`config.mk`:
```
export PLATFORM = sky130hd
export DESIGN_NAME = priority_transfer_dispatch_queue
export DESIGN_NICKNAME = d
export VERILOG_FILES = /design/src/hdl/ptdq_pkg.sv /design/src/hdl/priority_transfer_dispatch_queue.sv /design/src/hdl/ptdq_ram.sv /design/src/hdl/ptdq_order.sv
export SDC_FILE = /design/constraint.sdc
export NUM_CORES = 2
export LEC_CHECK = 0
export BUFFER_PORTS_ARGS = -buffer_cell sky130_fd_sc_hd__buf_2
export CAP_MARGIN = 20
export CORE_UTILIZATION = 61
export CTS_CLUSTER_SIZE = 24
export DETAILED_ROUTE_END_ITERATION = 10
export PLACE_DENSITY = 0.78
export SYNTH_ARGS = -nofsm -noshare
export SYNTH_HDL_FRONTEND = slang
export SYNTH_HIERARCHICAL = 1
export SYNTH_SLANG_ARGS = --single-unit
```
`constraint.sdc`:
```
create_clock -name clk -period 62.1 [get_ports clk]
set_clock_uncertainty 0.15 [all_clocks]
set_input_delay 15.525 -clock clk [delete_from_list [all_inputs] [get_ports clk]]
set_output_delay 15.525 -clock clk [all_outputs]
set_load 0.01 [all_outputs]
```
`src/hdl/ptdq_pkg.sv`:
```
`timescale 1ns / 1ps
`default_nettype none
// ----------------------------------------------------------------------------
// ptdq_pkg: shared types and constants of the transfer dispatch queue
// Request and result codes, sequencer states and the descriptor layout.
// ----------------------------------------------------------------------------
package ptdq_pkg;

  localparam int DEFAULT_DEPTH = 16;

  // Hard cap on descriptors issued by one dispatch request.
  localparam logic [4:0] MAX_ISSUE = 5'd16;
  localparam logic [4:0] CFG_RESET = 5'd4;

  typedef enum logic [1:0] {
    REQ_ENQ    = 2'd0,
    REQ_DSP    = 2'd1,
    REQ_QRY    = 2'd2,
    REQ_CANCEL = 2'd3
  } req_t;

  typedef enum logic [2:0] {
    STAT_ACCEPTED = 3'd0,
    STAT_REJECTED = 3'd1,
    STAT_ISSUED   = 3'd2,
    STAT_NONE     = 3'd3,
    STAT_QUERY    = 3'd4,
    STAT_CANCEL   = 3'd5
  } status_t;

  typedef enum logic [2:0] {
    S_IDLE,
    S_DSP_SCAN,
    S_DSP_EMIT,
    S_QRY_SCAN,
    S_CAN_RD,
    S_CAN_CHK,
    S_RESP
  } state_t;

  typedef struct packed {
    logic [15:0] layer;
    logic [7:0]  expert;
    logic [15:0] prio;
    logic [39:0] bytes;
    logic [63:0] source;
    logic [63:0] dest;
  } desc_t;

  localparam int DESC_W = $bits(desc_t);

  // Commands to the arrival-order list.
  typedef struct packed {
    logic alloc;
    logic remove;
  } ord_cmd_t;

endpackage : ptdq_pkg
`default_nettype wire

```
`src/hdl/priority_transfer_dispatch_queue.sv`:
```
`timescale 1ns / 1ps
`default_nettype none
// ----------------------------------------------------------------------------
// priority_transfer_dispatch_queue: table of pending transfer descriptors
//
// Requests arrive as beats on in_valid/in_ready and results leave as beats on
// out_valid/out_ready, with last set on the final result of each request. An
// enqueue stores a descriptor, a dispatch issues up to max_concurrent of them
// (zero acts as one; highest priority first, oldest first on a tie), a query
// tells whether a layer/expert pair has no pending entry, and a cancel drops
// every entry of a layer. cfg_valid/cfg_ready/cfg_data set max_concurrent.
//
// One request is in work at a time; in_ready is high only while the sequencer
// is idle. An enqueue, or a dispatch on an empty table, goes straight to its
// result; a query scans every pending entry once, a cancel reads and checks
// each entry in turn, and a dispatch rescans the pending entries for every
// descriptor it issues. One comparator walks the pending entries through the
// descriptor RAM, one read per cycle.
//
// A result sits in an output register until taken; a stalled receiver holds
// the sequencer in its emit step and nothing is lost. Reset empties the table,
// clears the totals and sets max_concurrent to 4; only data read from slots
// below the fill count is ever used, so the RAM needs no clearing.
// ----------------------------------------------------------------------------
module priority_transfer_dispatch_queue #(
  parameter int QUEUE_DEPTH = ptdq_pkg::DEFAULT_DEPTH
) (
  input  wire logic        clk,
  input  wire logic        rst,
  // Configuration
  input  wire logic        cfg_valid,
  output logic             cfg_ready,
  input  wire logic [4:0]  cfg_data,
  // Request channel
  input  wire logic        in_valid,
  output logic             in_ready,
  input  wire logic [1:0]  req_type,
  input  wire logic [15:0] layer_idx,
  input  wire logic [7:0]  expert_idx,
  input  wire logic [15:0] prio_in,
  input  wire logic [39:0] byte_count,
  input  wire logic [63:0] source_addr,
  input  wire logic [63:0] dest_addr,
  // Result channel
  output logic             out_valid,
  input  wire logic        out_ready,
  output logic [2:0]       status,
  output logic [15:0]      out_layer,
  output logic [7:0]       out_expert,
  output logic [15:0]      out_prio,
  output logic [39:0]      out_bytes,
  output logic [63:0]      out_source,
  output logic [63:0]      out_dest,
  output logic             done_flag,
  output logic             last,
  output logic [31:0]      completed_total,
  output logic [47:0]      bytes_total
);

  localparam int IDX_W = $clog2(QUEUE_DEPTH);
  localparam int CNT_W = $clog2(QUEUE_DEPTH + 1);

  // Sequencer and request context.
  ptdq_pkg::state_t  state;
  ptdq_pkg::state_t  state_next;
  ptdq_pkg::status_t resp_status;
  logic [4:0]        max_concurrent;
  logic [4:0]        limit;
  logic [4:0]        issue_cnt;
  logic [CNT_W-1:0]  scan_idx;
  logic              done_r;
  logic [15:0]       req_layer;
  logic [7:0]        req_expert;

  // Scan pipeline and running best candidate.
  logic              rd_vld;
  logic [IDX_W-1:0]  rd_pos;
  logic              best_vld;
  logic [IDX_W-1:0]  best_pos;
  ptdq_pkg::desc_t   best;

  // Totals.
  logic [31:0]       issued_total;
  logic [47:0]       byte_sum;

  // Arrival-order list and descriptor store.
  ptdq_pkg::ord_cmd_t ord_cmd;
  logic [IDX_W-1:0]   ord_pos;
  logic [IDX_W-1:0]   ord_slot;
  logic [CNT_W-1:0]   fill;
  logic               ram_we;
  ptdq_pkg::desc_t    ram_wdata;
  logic [ptdq_pkg::DESC_W-1:0] ram_rdata;
  ptdq_pkg::desc_t    rd_word;

  // Decoded control.
  logic       accept;
  logic       full;
  logic       out_free;
  logic       issue_rd;
  logic       scan_done;
  logic       issue_last;
  logic       emit_issue;
  logic       emit_resp;
  logic       layer_hit;
  logic       pair_hit;
  logic [4:0] cfg_eff;

  assign rd_word   = ptdq_pkg::desc_t'(ram_rdata);
  assign full      = (fill == CNT_W'(QUEUE_DEPTH));
  assign out_free  = !out_valid || out_ready;
  assign scan_done = (scan_idx == fill) && !rd_vld;
  assign layer_hit = (rd_word.layer == req_layer);
  assign pair_hit  = layer_hit && (rd_word.expert == req_expert);
  assign cfg_ready = 1'b1;

  // A dispatch stops after limit picks or when the table runs dry.
  assign issue_last = ((issue_cnt + 5'd1) == limit) || (fill == CNT_W'(1));

  // Zero acts as one, and anything above the hard cap acts as the cap.
  always_comb begin
    if (max_concurrent == 5'd0) begin
      cfg_eff = 5'd1;
    end else if (max_concurrent > ptdq_pkg::MAX_ISSUE) begin
      cfg_eff = ptdq_pkg::MAX_ISSUE;
    end else begin
      cfg_eff = max_concurrent;
    end
  end

  ptdq_order #(
    .DEPTH (QUEUE_DEPTH)
  ) u_order (
    .clk  (clk),
    .rst  (rst),
    .cmd  (ord_cmd),
    .pos  (ord_pos),
    .slot (ord_slot),
    .fill (fill)
  );

  ptdq_ram #(
    .WIDTH (ptdq_pkg::DESC_W),
    .DEPTH (QUEUE_DEPTH)
  ) u_ram (
    .clk   (clk),
    .we    (ram_we),
    .waddr (ord_slot),
    .wdata (ram_wdata),
    .raddr (ord_slot),
    .rdata (ram_rdata)
  );

  // --------------------------------------------------------------------------
  // Next state
  // --------------------------------------------------------------------------
  always_comb begin
    state_next = state;
    case (state)
      ptdq_pkg::S_IDLE: begin
        if (accept) begin
          case (ptdq_pkg::req_t'(req_type))
            ptdq_pkg::REQ_ENQ: state_next = ptdq_pkg::S_RESP;
            ptdq_pkg::REQ_DSP: begin
              state_next = (fill == '0) ? ptdq_pkg::S_RESP : ptdq_pkg::S_DSP_SCAN;
            end
            ptdq_pkg::REQ_QRY: state_next = ptdq_pkg::S_QRY_SCAN;
            default:           state_next = ptdq_pkg::S_CAN_RD;
          endcase
        end
      end
      ptdq_pkg::S_DSP_SCAN: begin
        if (scan_done) begin
          state_next = ptdq_pkg::S_DSP_EMIT;
        end
      end
      ptdq_pkg::S_DSP_EMIT: begin
        if (out_free) begin
          state_next = issue_last ? ptdq_pkg::S_IDLE : ptdq_pkg::S_DSP_SCAN;
        end
      end
      ptdq_pkg::S_QRY_SCAN: begin
        if (scan_done) begin
          state_next = ptdq_pkg::S_RESP;
        end
      end
      ptdq_pkg::S_CAN_RD: begin
        state_next = (scan_idx == fill) ? ptdq_pkg::S_RESP : ptdq_pkg::S_CAN_CHK;
      end
      ptdq_pkg::S_CAN_CHK: state_next = ptdq_pkg::S_CAN_RD;
      ptdq_pkg::S_RESP: begin
        if (out_free) begin
          state_next = ptdq_pkg::S_IDLE;
        end
      end
      default: state_next = ptdq_pkg::S_IDLE;
    endcase
  end

  // --------------------------------------------------------------------------
  // Sequencer outputs
  // --------------------------------------------------------------------------
  always_comb begin
    in_ready       = 1'b0;
    ord_pos        = scan_idx[IDX_W-1:0];
    ord_cmd.alloc  = 1'b0;
    ord_cmd.remove = 1'b0;
    issue_rd       = 1'b0;
    emit_issue     = 1'b0;
    emit_resp      = 1'b0;
    case (state)
      ptdq_pkg::S_IDLE: begin
        // The free slot at the tail of the order list takes a new entry.
        in_ready = 1'b1;
        ord_pos  = fill[IDX_W-1:0];
      end
      ptdq_pkg::S_DSP_SCAN, ptdq_pkg::S_QRY_SCAN: begin
        issue_rd = (scan_idx < fill);
      end
      ptdq_pkg::S_DSP_EMIT: begin
        ord_pos        = best_pos;
        emit_issue     = out_free;
        ord_cmd.remove = out_free;
      end
      ptdq_pkg::S_CAN_CHK: begin
        ord_cmd.remove = layer_hit;
      end
      ptdq_pkg::S_RESP: begin
        emit_resp = out_free;
      end
      default: ;
    endcase
    accept        = in_valid && in_ready;
    ram_we        = accept && (req_type == ptdq_pkg::REQ_ENQ) && !full;
    ord_cmd.alloc = ram_we;
  end

  always_comb begin
    ram_wdata.layer  = layer_idx;
    ram_wdata.expert = expert_idx;
    ram_wdata.prio   = prio_in;
    ram_wdata.bytes  = byte_count;
    ram_wdata.source = source_addr;
    ram_wdata.dest   = dest_addr;
  end

  // --------------------------------------------------------------------------
  // Control registers
  // --------------------------------------------------------------------------
  always_ff @(posedge clk) begin
    if (rst) begin
      state          <= ptdq_pkg::S_IDLE;
      max_concurrent <= ptdq_pkg::CFG_RESET;
      limit          <= ptdq_pkg::CFG_RESET;
      resp_status    <= ptdq_pkg::STAT_ACCEPTED;
      issue_cnt      <= '0;
      scan_idx       <= '0;
      done_r         <= 1'b0;
      rd_vld         <= 1'b0;
      best_vld       <= 1'b0;
      issued_total   <= '0;
      byte_sum       <= '0;
      out_valid      <= 1'b0;
    end else begin
      state  <= state_next;
      rd_vld <= issue_rd;

      if (cfg_valid && cfg_ready) begin
        max_concurrent <= cfg_data;
      end

      if (issue_rd) begin
        scan_idx <= scan_idx + CNT_W'(1);
      end

      if (accept) begin
        limit     <= cfg_eff;
        issue_cnt <= '0;
        scan_idx  <= '0;
        best_vld  <= 1'b0;
        done_r    <= (req_type == ptdq_pkg::REQ_QRY);
        case (ptdq_pkg::req_t'(req_type))
          ptdq_pkg::REQ_ENQ: begin
            resp_status <= full ? ptdq_pkg::STAT_REJECTED : ptdq_pkg::STAT_ACCEPTED;
          end
          ptdq_pkg::REQ_DSP: resp_status <= ptdq_pkg::STAT_NONE;
          ptdq_pkg::REQ_QRY: resp_status <= ptdq_pkg::STAT_QUERY;
          default:           resp_status <= ptdq_pkg::STAT_CANCEL;
        endcase
      end

      // Strict greater-than keeps the oldest entry on a priority tie.
      if (rd_vld && (state == ptdq_pkg::S_DSP_SCAN)) begin
        if (!best_vld || (rd_word.prio > best.prio)) begin
          best_vld <= 1'b1;
        end
      end

      if (rd_vld && (state == ptdq_pkg::S_QRY_SCAN) && pair_hit) begin
        done_r <= 1'b0;
      end

      // A removed entry pulls the next one into the same position.
      if ((state == ptdq_pkg::S_CAN_CHK) && !layer_hit) begin
        scan_idx <= scan_idx + CNT_W'(1);
      end

      if (emit_issue) begin
        issued_total <= issued_total + 32'd1;
        byte_sum     <= byte_sum + {8'd0, best.bytes};
        issue_cnt    <= issue_cnt + 5'd1;
        scan_idx     <= '0;
        best_vld     <= 1'b0;
      end

      if (emit_issue || emit_resp) begin
        out_valid <= 1'b1;
      end else if (out_ready) begin
        out_valid <= 1'b0;
      end
    end
  end

  // --------------------------------------------------------------------------
  // Payload registers
  // --------------------------------------------------------------------------
  always_ff @(posedge clk) begin
    if (accept) begin
      req_layer  <= layer_idx;
      req_expert <= expert_idx;
    end
    if (issue_rd) begin
      rd_pos <= scan_idx[IDX_W-1:0];
    end
    if (rd_vld && (state == ptdq_pkg::S_DSP_SCAN)) begin
      if (!best_vld || (rd_word.prio > best.prio)) begin
        best     <= rd_word;
        best_pos <= rd_pos;
      end
    end
    if (emit_issue) begin
      status          <= ptdq_pkg::STAT_ISSUED;
      out_layer       <= best.layer;
      out_expert      <= best.expert;
      out_prio        <= best.prio;
      out_bytes       <= best.bytes;
      out_source      <= best.source;
      out_dest        <= best.dest;
      done_flag       <= 1'b0;
      last            <= issue_last;
      completed_total <= issued_total + 32'd1;
      bytes_total     <= byte_sum + {8'd0, best.bytes};
    end else if (emit_resp) begin
      status          <= resp_status;
      out_layer       <= '0;
      out_expert      <= '0;
      out_prio        <= '0;
      out_bytes       <= '0;
      out_source      <= '0;
      out_dest        <= '0;
      done_flag       <= done_r;
      last            <= 1'b1;
      completed_total <= issued_total;
      bytes_total     <= byte_sum;
    end
  end

  // --------------------------------------------------------------------------
  // Assertions
  // --------------------------------------------------------------------------
  a_fill_bound: assert property (@(posedge clk) disable iff (rst)
    fill <= CNT_W'(QUEUE_DEPTH))
    else $error("fill count exceeds the table depth");

  a_no_alloc_remove: assert property (@(posedge clk) disable iff (rst)
    !(ord_cmd.alloc && ord_cmd.remove))
    else $error("order list allocates and removes in one cycle");

  a_idle_no_read: assert property (@(posedge clk) disable iff (rst)
    in_ready |-> !rd_vld)
    else $error("read still in flight while accepting a request");

  a_last_to_idle: assert property (@(posedge clk) disable iff (rst)
    (emit_issue && issue_last) |=> (state == ptdq_pkg::S_IDLE) && out_valid && last)
    else $error("final issued beat did not end the dispatch");

  a_total_match: assert property (@(posedge clk) disable iff (rst)
    emit_issue |=> (completed_total == issued_total) && (bytes_total == byte_sum))
    else $error("issued beat totals disagree with running totals");

endmodule : priority_transfer_dispatch_queue
`default_nettype wire

```
`src/hdl/ptdq_ram.sv`:
```
`timescale 1ns / 1ps
`default_nettype none
// ----------------------------------------------------------------------------
// ptdq_ram: generic single-write, single-read RAM
// One write port and one read port; the read data is registered.
// ----------------------------------------------------------------------------
module ptdq_ram #(
  parameter int WIDTH = 8,
  parameter int DEPTH = 16
) (
  input  wire logic                     clk,
  input  wire logic                     we,
  input  wire logic [$clog2(DEPTH)-1:0] waddr,
  input  wire logic [WIDTH-1:0]         wdata,
  input  wire logic [$clog2(DEPTH)-1:0] raddr,
  output logic      [WIDTH-1:0]         rdata
);

  logic [WIDTH-1:0] mem [DEPTH];

  always_ff @(posedge clk) begin
    if (we) begin
      mem[waddr] <= wdata;
    end
    rdata <= mem[raddr];
  end

endmodule : ptdq_ram
`default_nettype wire

```
`src/hdl/ptdq_order.sv`:
```
`timescale 1ns / 1ps
`default_nettype none
// ----------------------------------------------------------------------------
// ptdq_order: arrival-order list of descriptor slots
// Holds a permutation of all slot numbers. Positions below the fill count
// are pending slots, oldest first; the rest are free slots.
// ----------------------------------------------------------------------------
module ptdq_order #(
  parameter int DEPTH = ptdq_pkg::DEFAULT_DEPTH
) (
  input  wire logic                       clk,
  input  wire logic                       rst,
  input  wire ptdq_pkg::ord_cmd_t         cmd,
  input  wire logic [$clog2(DEPTH)-1:0]   pos,
  output logic      [$clog2(DEPTH)-1:0]   slot,
  output logic      [$clog2(DEPTH+1)-1:0] fill
);

  localparam int IDX_W = $clog2(DEPTH);
  localparam int CNT_W = $clog2(DEPTH + 1);

  logic [IDX_W-1:0] order      [DEPTH];
  logic [IDX_W-1:0] order_next [DEPTH];

  // A removed slot leaves its position; later entries move down by one and
  // the freed slot number goes to the far end of the list.
  always_comb begin
    order_next = order;
    if (cmd.remove) begin
      for (int i = 0; i < DEPTH - 1; i++) begin
        if (IDX_W'(i) >= pos) begin
          order_next[i] = order[i + 1];
        end
      end
      order_next[DEPTH-1] = order[pos];
    end
  end

  always_ff @(posedge clk) begin
    if (rst) begin
      fill <= '0;
      for (int i = 0; i < DEPTH; i++) begin
        order[i] <= IDX_W'(i);
      end
    end else begin
      order <= order_next;
      if (cmd.alloc) begin
        fill <= fill + CNT_W'(1);
      end else if (cmd.remove) begin
        fill <= fill - CNT_W'(1);
      end
    end
  end

  assign slot = order[pos];

endmodule : ptdq_order
`default_nettype wire
```
# Word level (Yosys, flattened, before mapping)
# Memories as Yosys holds them, arrays and structs flattened. A register that Yosys moved wholly into a read port is not among the register bits.
# Cells that the tools add are included.
dict set report word_totals {
  elab_cells 196
  n_memories 1
  input_bits 220
  out_inout_bits 296
  ram_bits 3328
  reg_bits 712
}
dict set report op_classes {
  reduce_logical 47
  n_mux 53
  n_lt_le_gt_ge 19
  eq_ne 19
  n_addsub 6
  bitwise_logic 1
}
# name words word_bits rd rd_clocked_by_memory_dff wr line
set memory_table {}
lappend memory_table {u_ram.mem 16 208 1 1 1 ptdq_ram.sv:19} ;# logic [WIDTH-1:0] mem [DEPTH];
# operator n
set op_table {}
lappend op_table {{2-to-1 mux 64 bit} 3}
lappend op_table {{2-to-1 mux 48 bit} 2}
lappend op_table {{2-to-1 mux 40 bit} 2}
lappend op_table {{2-to-1 mux 32 bit} 2}
lappend op_table {{adder 48 x 40 -> 48 bit} 1}
lappend op_table {{2-to-1 mux 16 bit} 3}
lappend op_table {{2-to-1 mux 5 bit} 9}
lappend op_table {{adder 32 x 1 -> 32 bit, second input constant} 1}
lappend op_table {{AND reduction 2 bit} 16}
lappend op_table {{>= comparator 4 bit, first input constant} 7}
lappend op_table {{one-hot mux 3 bit (7 select lines)} 1}
lappend op_table {{2-to-1 mux 3 bit} 6}
lappend op_table {{one-hot mux 3 bit (3 select lines)} 2}
lappend op_table {{binary-select mux 4 bit (select 4 bit)} 1}
lappend op_table {{equality test 16 bit} 1}
lappend op_table {{>= comparator 3 x 4 -> 1 bit, first input constant} 4}
lappend op_table {{greater-than comparator 16 bit} 1}
lappend op_table {{2-to-1 mux 8 bit} 2}
lappend op_table {{adder 5 x 1 -> 5 bit, second input constant} 3}
lappend op_table {{2-to-1 mux 1 bit} 15}
lappend op_table {{equality test 5 bit} 2}
lappend op_table {{zero test 5 bit} 2}
lappend op_table {{inequality test 2 bit, second input constant} 5}
lappend op_table {{equality test 3 bit, second input constant} 3}
lappend op_table {{27 further kinds} 51}

# Logic depth before layout (Yosys ltp)
dict set report depth {
  ltp_word 7
  ltp_mapped 21
}

# Cells and area by module
# The synthesis kept the hierarchy.
# mod area_each_um2 cells_per_inst instances seq_area_each_um2
set by_module_without_submodules {}
lappend by_module_without_submodules {ptdq_ram 128731.0 5468 1 104099.8}
lappend by_module_without_submodules {priority_transfer_dispatch_queue 25505.7 1831 1 18167.4}
lappend by_module_without_submodules {ptdq_order 3370.7 353 1 1381.3}

# Least setup slack after synthesis
# Ideal clock, no wire load.
dict set report synth_path {
  path_type {input-to-reg}
  start {input in_valid}
  end {memory u_ram/mem[0][0] in the netlist's numbering (enable)}
  slack_ns 29.353
  t_arrival_ns 31.567
  t_required_ns 60.919
  n_path_buf 2
  cell_stages 7
  setup_time_ns 1.031
  cell_sequence {nand2b_1 or3_1 clkbuf_1 clkbuf_1 nor4_1 or3b_2 nor3_1}
}
# item line
set synth_rtl {}
lappend synth_rtl {{start: declaration} priority_transfer_dispatch_queue.sv:35} ;# input wire logic in_valid,
lappend synth_rtl {{end: declaration} ptdq_ram.sv:19}

==> impl_metrics.py <==
metrics = {
    "placed_design": {
        "io_buffers": 514,
        "dpl.hpwl_um": 198000,
        "routabilityCongestion": 0.874,
    },
    "clock_network": {
        "clock-sinks": 4248,
        "clk_pin_slew_ns": 0.06,
        "ctsResizeCount": 0,
        "cts_made_buffers": 414,
        "cts-hold-fix-buffers": 0,
        "clk_path_buf_depth": 4,
        "htree_levels": 5,
        "tritoncts": "yes",
        "postCtsSetupBuffers": 0,
        "clk_latency_ns": 1.01,
        "cts_root_buffer": "clkbuf_16",
    },
    "critical_path": {
        "crit_arrival_ns": 20.76,
        "critPathLaunchType": "primary input",
        "cpPeakStageDelay_ns": 0.96,
        "reg2reg_from": "state[1]$_SDFFE_PP0P_",
        "worstPathCellList": "buf_2, nand2b_1, or3_1, nor4_1, buf_4, or3b_2, nor2_4, buf_4, buf_4, buf_4",
        "cpMaxStageDelayCell": "buf_4",
        "path_class": "primary input to register",
        "crit_path_start": "in_valid",
        "required_ns": 62.51,
        "endpoint_kind": "register",
        "path_max_fanout": 61,
        "cpMostUsedCell": "buf_4",
    },
    "global_routing": {
        "globalRouteOverflowTotal": 0,
        "grt_util_all_layers": 0.295,
        "grt_pass1_wl_um": 553000,
        "antenna_found_initial": 114,
        "grt_max_degree": 140,
        "first_global_vias": 81541,
    },
    "logic_synthesis": {
        "synth_edf_count": 3857,
        "synth_area_leaders": "edfxtp_1 73%, mux4_2 11%, dfxtp_1 5.0%",
        "synth_cells": 7652,
        "netlist_area_mm2": 0.158,
        "synth_ff_type": "edfxtp_1",
        "yosys-top-cells-count": "3857 x edfxtp_1, 772 x mux4_2, 448 x a22oi_1",
        "yosys_register_bits": 4248,
        "synth_cell_types": 82,
        "synth.most_common_cell": "edfxtp_1",
        "yosysTopAreaCell": "edfxtp_1",
        "syn-num-nets": 7941,
        "ys_warn_count": 6,
        "synthArstFlopShare": 0,
        "synth-seq-area-share": 0.785,
        "postSynthAreaPerCell_um2": 20.6,
        "synth.top_cell.area_share": 0.735,
    },
    "pwr": {
        "peakVddDrop_mv": 0.0998,
        "power.total_uw": 9530,
        "p_leak_uw": 0.0578,
        "power_density_mw_per_mm2": 53.7,
    },
    "detailed_routing": {
        "drc_errors": 0,
        "drtPass1Iterations": 8,
        "via_per_inst": 6.62,
        "wl_per_cell_um": 31.7,
        "antenna_left": 0,
        "wirelength_um": 383000,
        "drtIter0Drc": 10216,
        "vias": 80039,
    },
    "timing": {
        "tns_ns": 0,
        "clock.fmax_mhz": 49.2,
        "rsz0062_at_grt": "false",
        "fin_crit_ns": 20.34,
        "hold_viol_final": 0,
        "slew_headroom": 0.134,
        "tightest_slew_ns": 1.30,
        "period_share": 0.328,
        "finalSetupViolations": 0,
        "drv_slew": 0,
    },
    "layout": {
        "finalNetCount": 8614,
        "drive_above_1_share": 0.242,
        "area_delta_synth_final_pct": 12.5,
    },
    "floorplan": {
        "dieArea_mm2": 0.260,
        "die_width_um": 510,
        "die_y_um": 510,
        "coreArea_mm2": 0.257,
        "io_pins": 516,
        "num_rows": 186,
        "start_util": 0.613,
    },
    "outcome": {
        "status": "completed",
    },
    "hold_path": {
        "hold_start": "u_ram/rdata[53]$_DFF_P_",
        "hp-class": "register to register",
    },
    "job": {
        "max-cap-violations": 0,
    },
}
==> cell usage in the layout (no fill, tap or decap), drive strengths merged, types with 144 or more instances in the layout <==
cell    count
and2      201
mux2i     184
clkbuf    545
nand2     400
edfxtp   3857
mux4      774
a22oi     448
clkinv    144
buf       639
dfxtp     391
==> kinds of logic after synthesis <==
| logic type | Yosys count | share of synthesized area |
|---|---|---|
| AND/OR/NAND/NOR | 1064 | 0.0334 |
| other | 1 | 0.0000238 |
| adder cells (fa/ha/maj) | 69 | 0.00557 |
| flip-flops | 4248 | 0.785 |
| XOR/XNOR | 100 | 0.00556 |
| buffers and inverters | 438 | 0.0136 |
| AO/OA/AOI/OAI | 767 | 0.0344 |
| multiplexers | 965 | 0.123 |
==> power breakdown <==
group / switching [µW] / internal, µW
logic: 1990 / 1560
registers: 107 / 3390
clock network: 1060 / 1420
==> final cells by class <==
class                      count  area, µm²
tap                         3384       4230
inverter                      56        218
clock inverter               209       2040
antenna                       47        118
clock buffer                 545      11300
fill                       14838      79600
timing repair buffer         639       3780
multi-input combinational   2966      32100
sequential                  4248     124000
==> final timing paths <==
kind / end / slack, ns / cells after the start
worst min-delay path: best[53]$_DFFE_PP_ / 0.20 / 0
worst min register to register: best[53]$_DFFE_PP_ / 0.20 / 0
worst max-delay path: u_ram/mem[1][110]$_DFFE_PP_ / 41.76 / 10
worst max register to register: u_ram/rdata[5]$_DFF_P_ / 54.08 / 15
==> sequential cells by signal (all words and copies together), names as in the netlist, 16 cells and up <==
signal	cells
best	208
byte_sum	48
bytes_total	48
completed_total	32
issued_total	32
out_bytes	40
out_dest	64
out_layer	16
out_prio	16
out_source	64
req_layer	16
u_order/order	64
u_ram/mem	3328
u_ram/rdata	208
==> routing by layer <==
layer | track usage | vias up | share of wire
met5 | 0 | - | 0.0011
li1 | - | 32537 | -
met3 | 0.0623 | 825 | 0.10
met2 | 0.486 | 5214 | 0.50
met4 | 0.116 | 66 | 0.034
met1 | 0.390 | 41397 | 0.36
==> stage by stage <==
| stage | hold WS, ns | instance area [µm²] | std cells | worst slack [ns] | utilization |
|---|---|---|---|---|---|
| after floorplan | 0.236 | 158000 | 7652 | 29.35 | - |
| after global placement | 0.237 | 164000 | 11288 | 41.06 | 0.638 |
| after detailed placement | 0.239 | 164000 | 11291 | 40.90 | 0.638 |
| final | 0.196 | 177000 | 12094 | 41.76 | 0.690 |
| after CTS | 0.192 | 177000 | 12045 | 41.89 | 0.690 |
| after global routing | 0.198 | 177000 | 12082 | 41.71 | 0.690 |
==> worst max-delay path: cells and delay by family <==
kind | cells | cell delay (ns)
buf+inv | 5 | 2.89
simple gates | 5 | 2.12
Power figures use the tool's default switching activity.
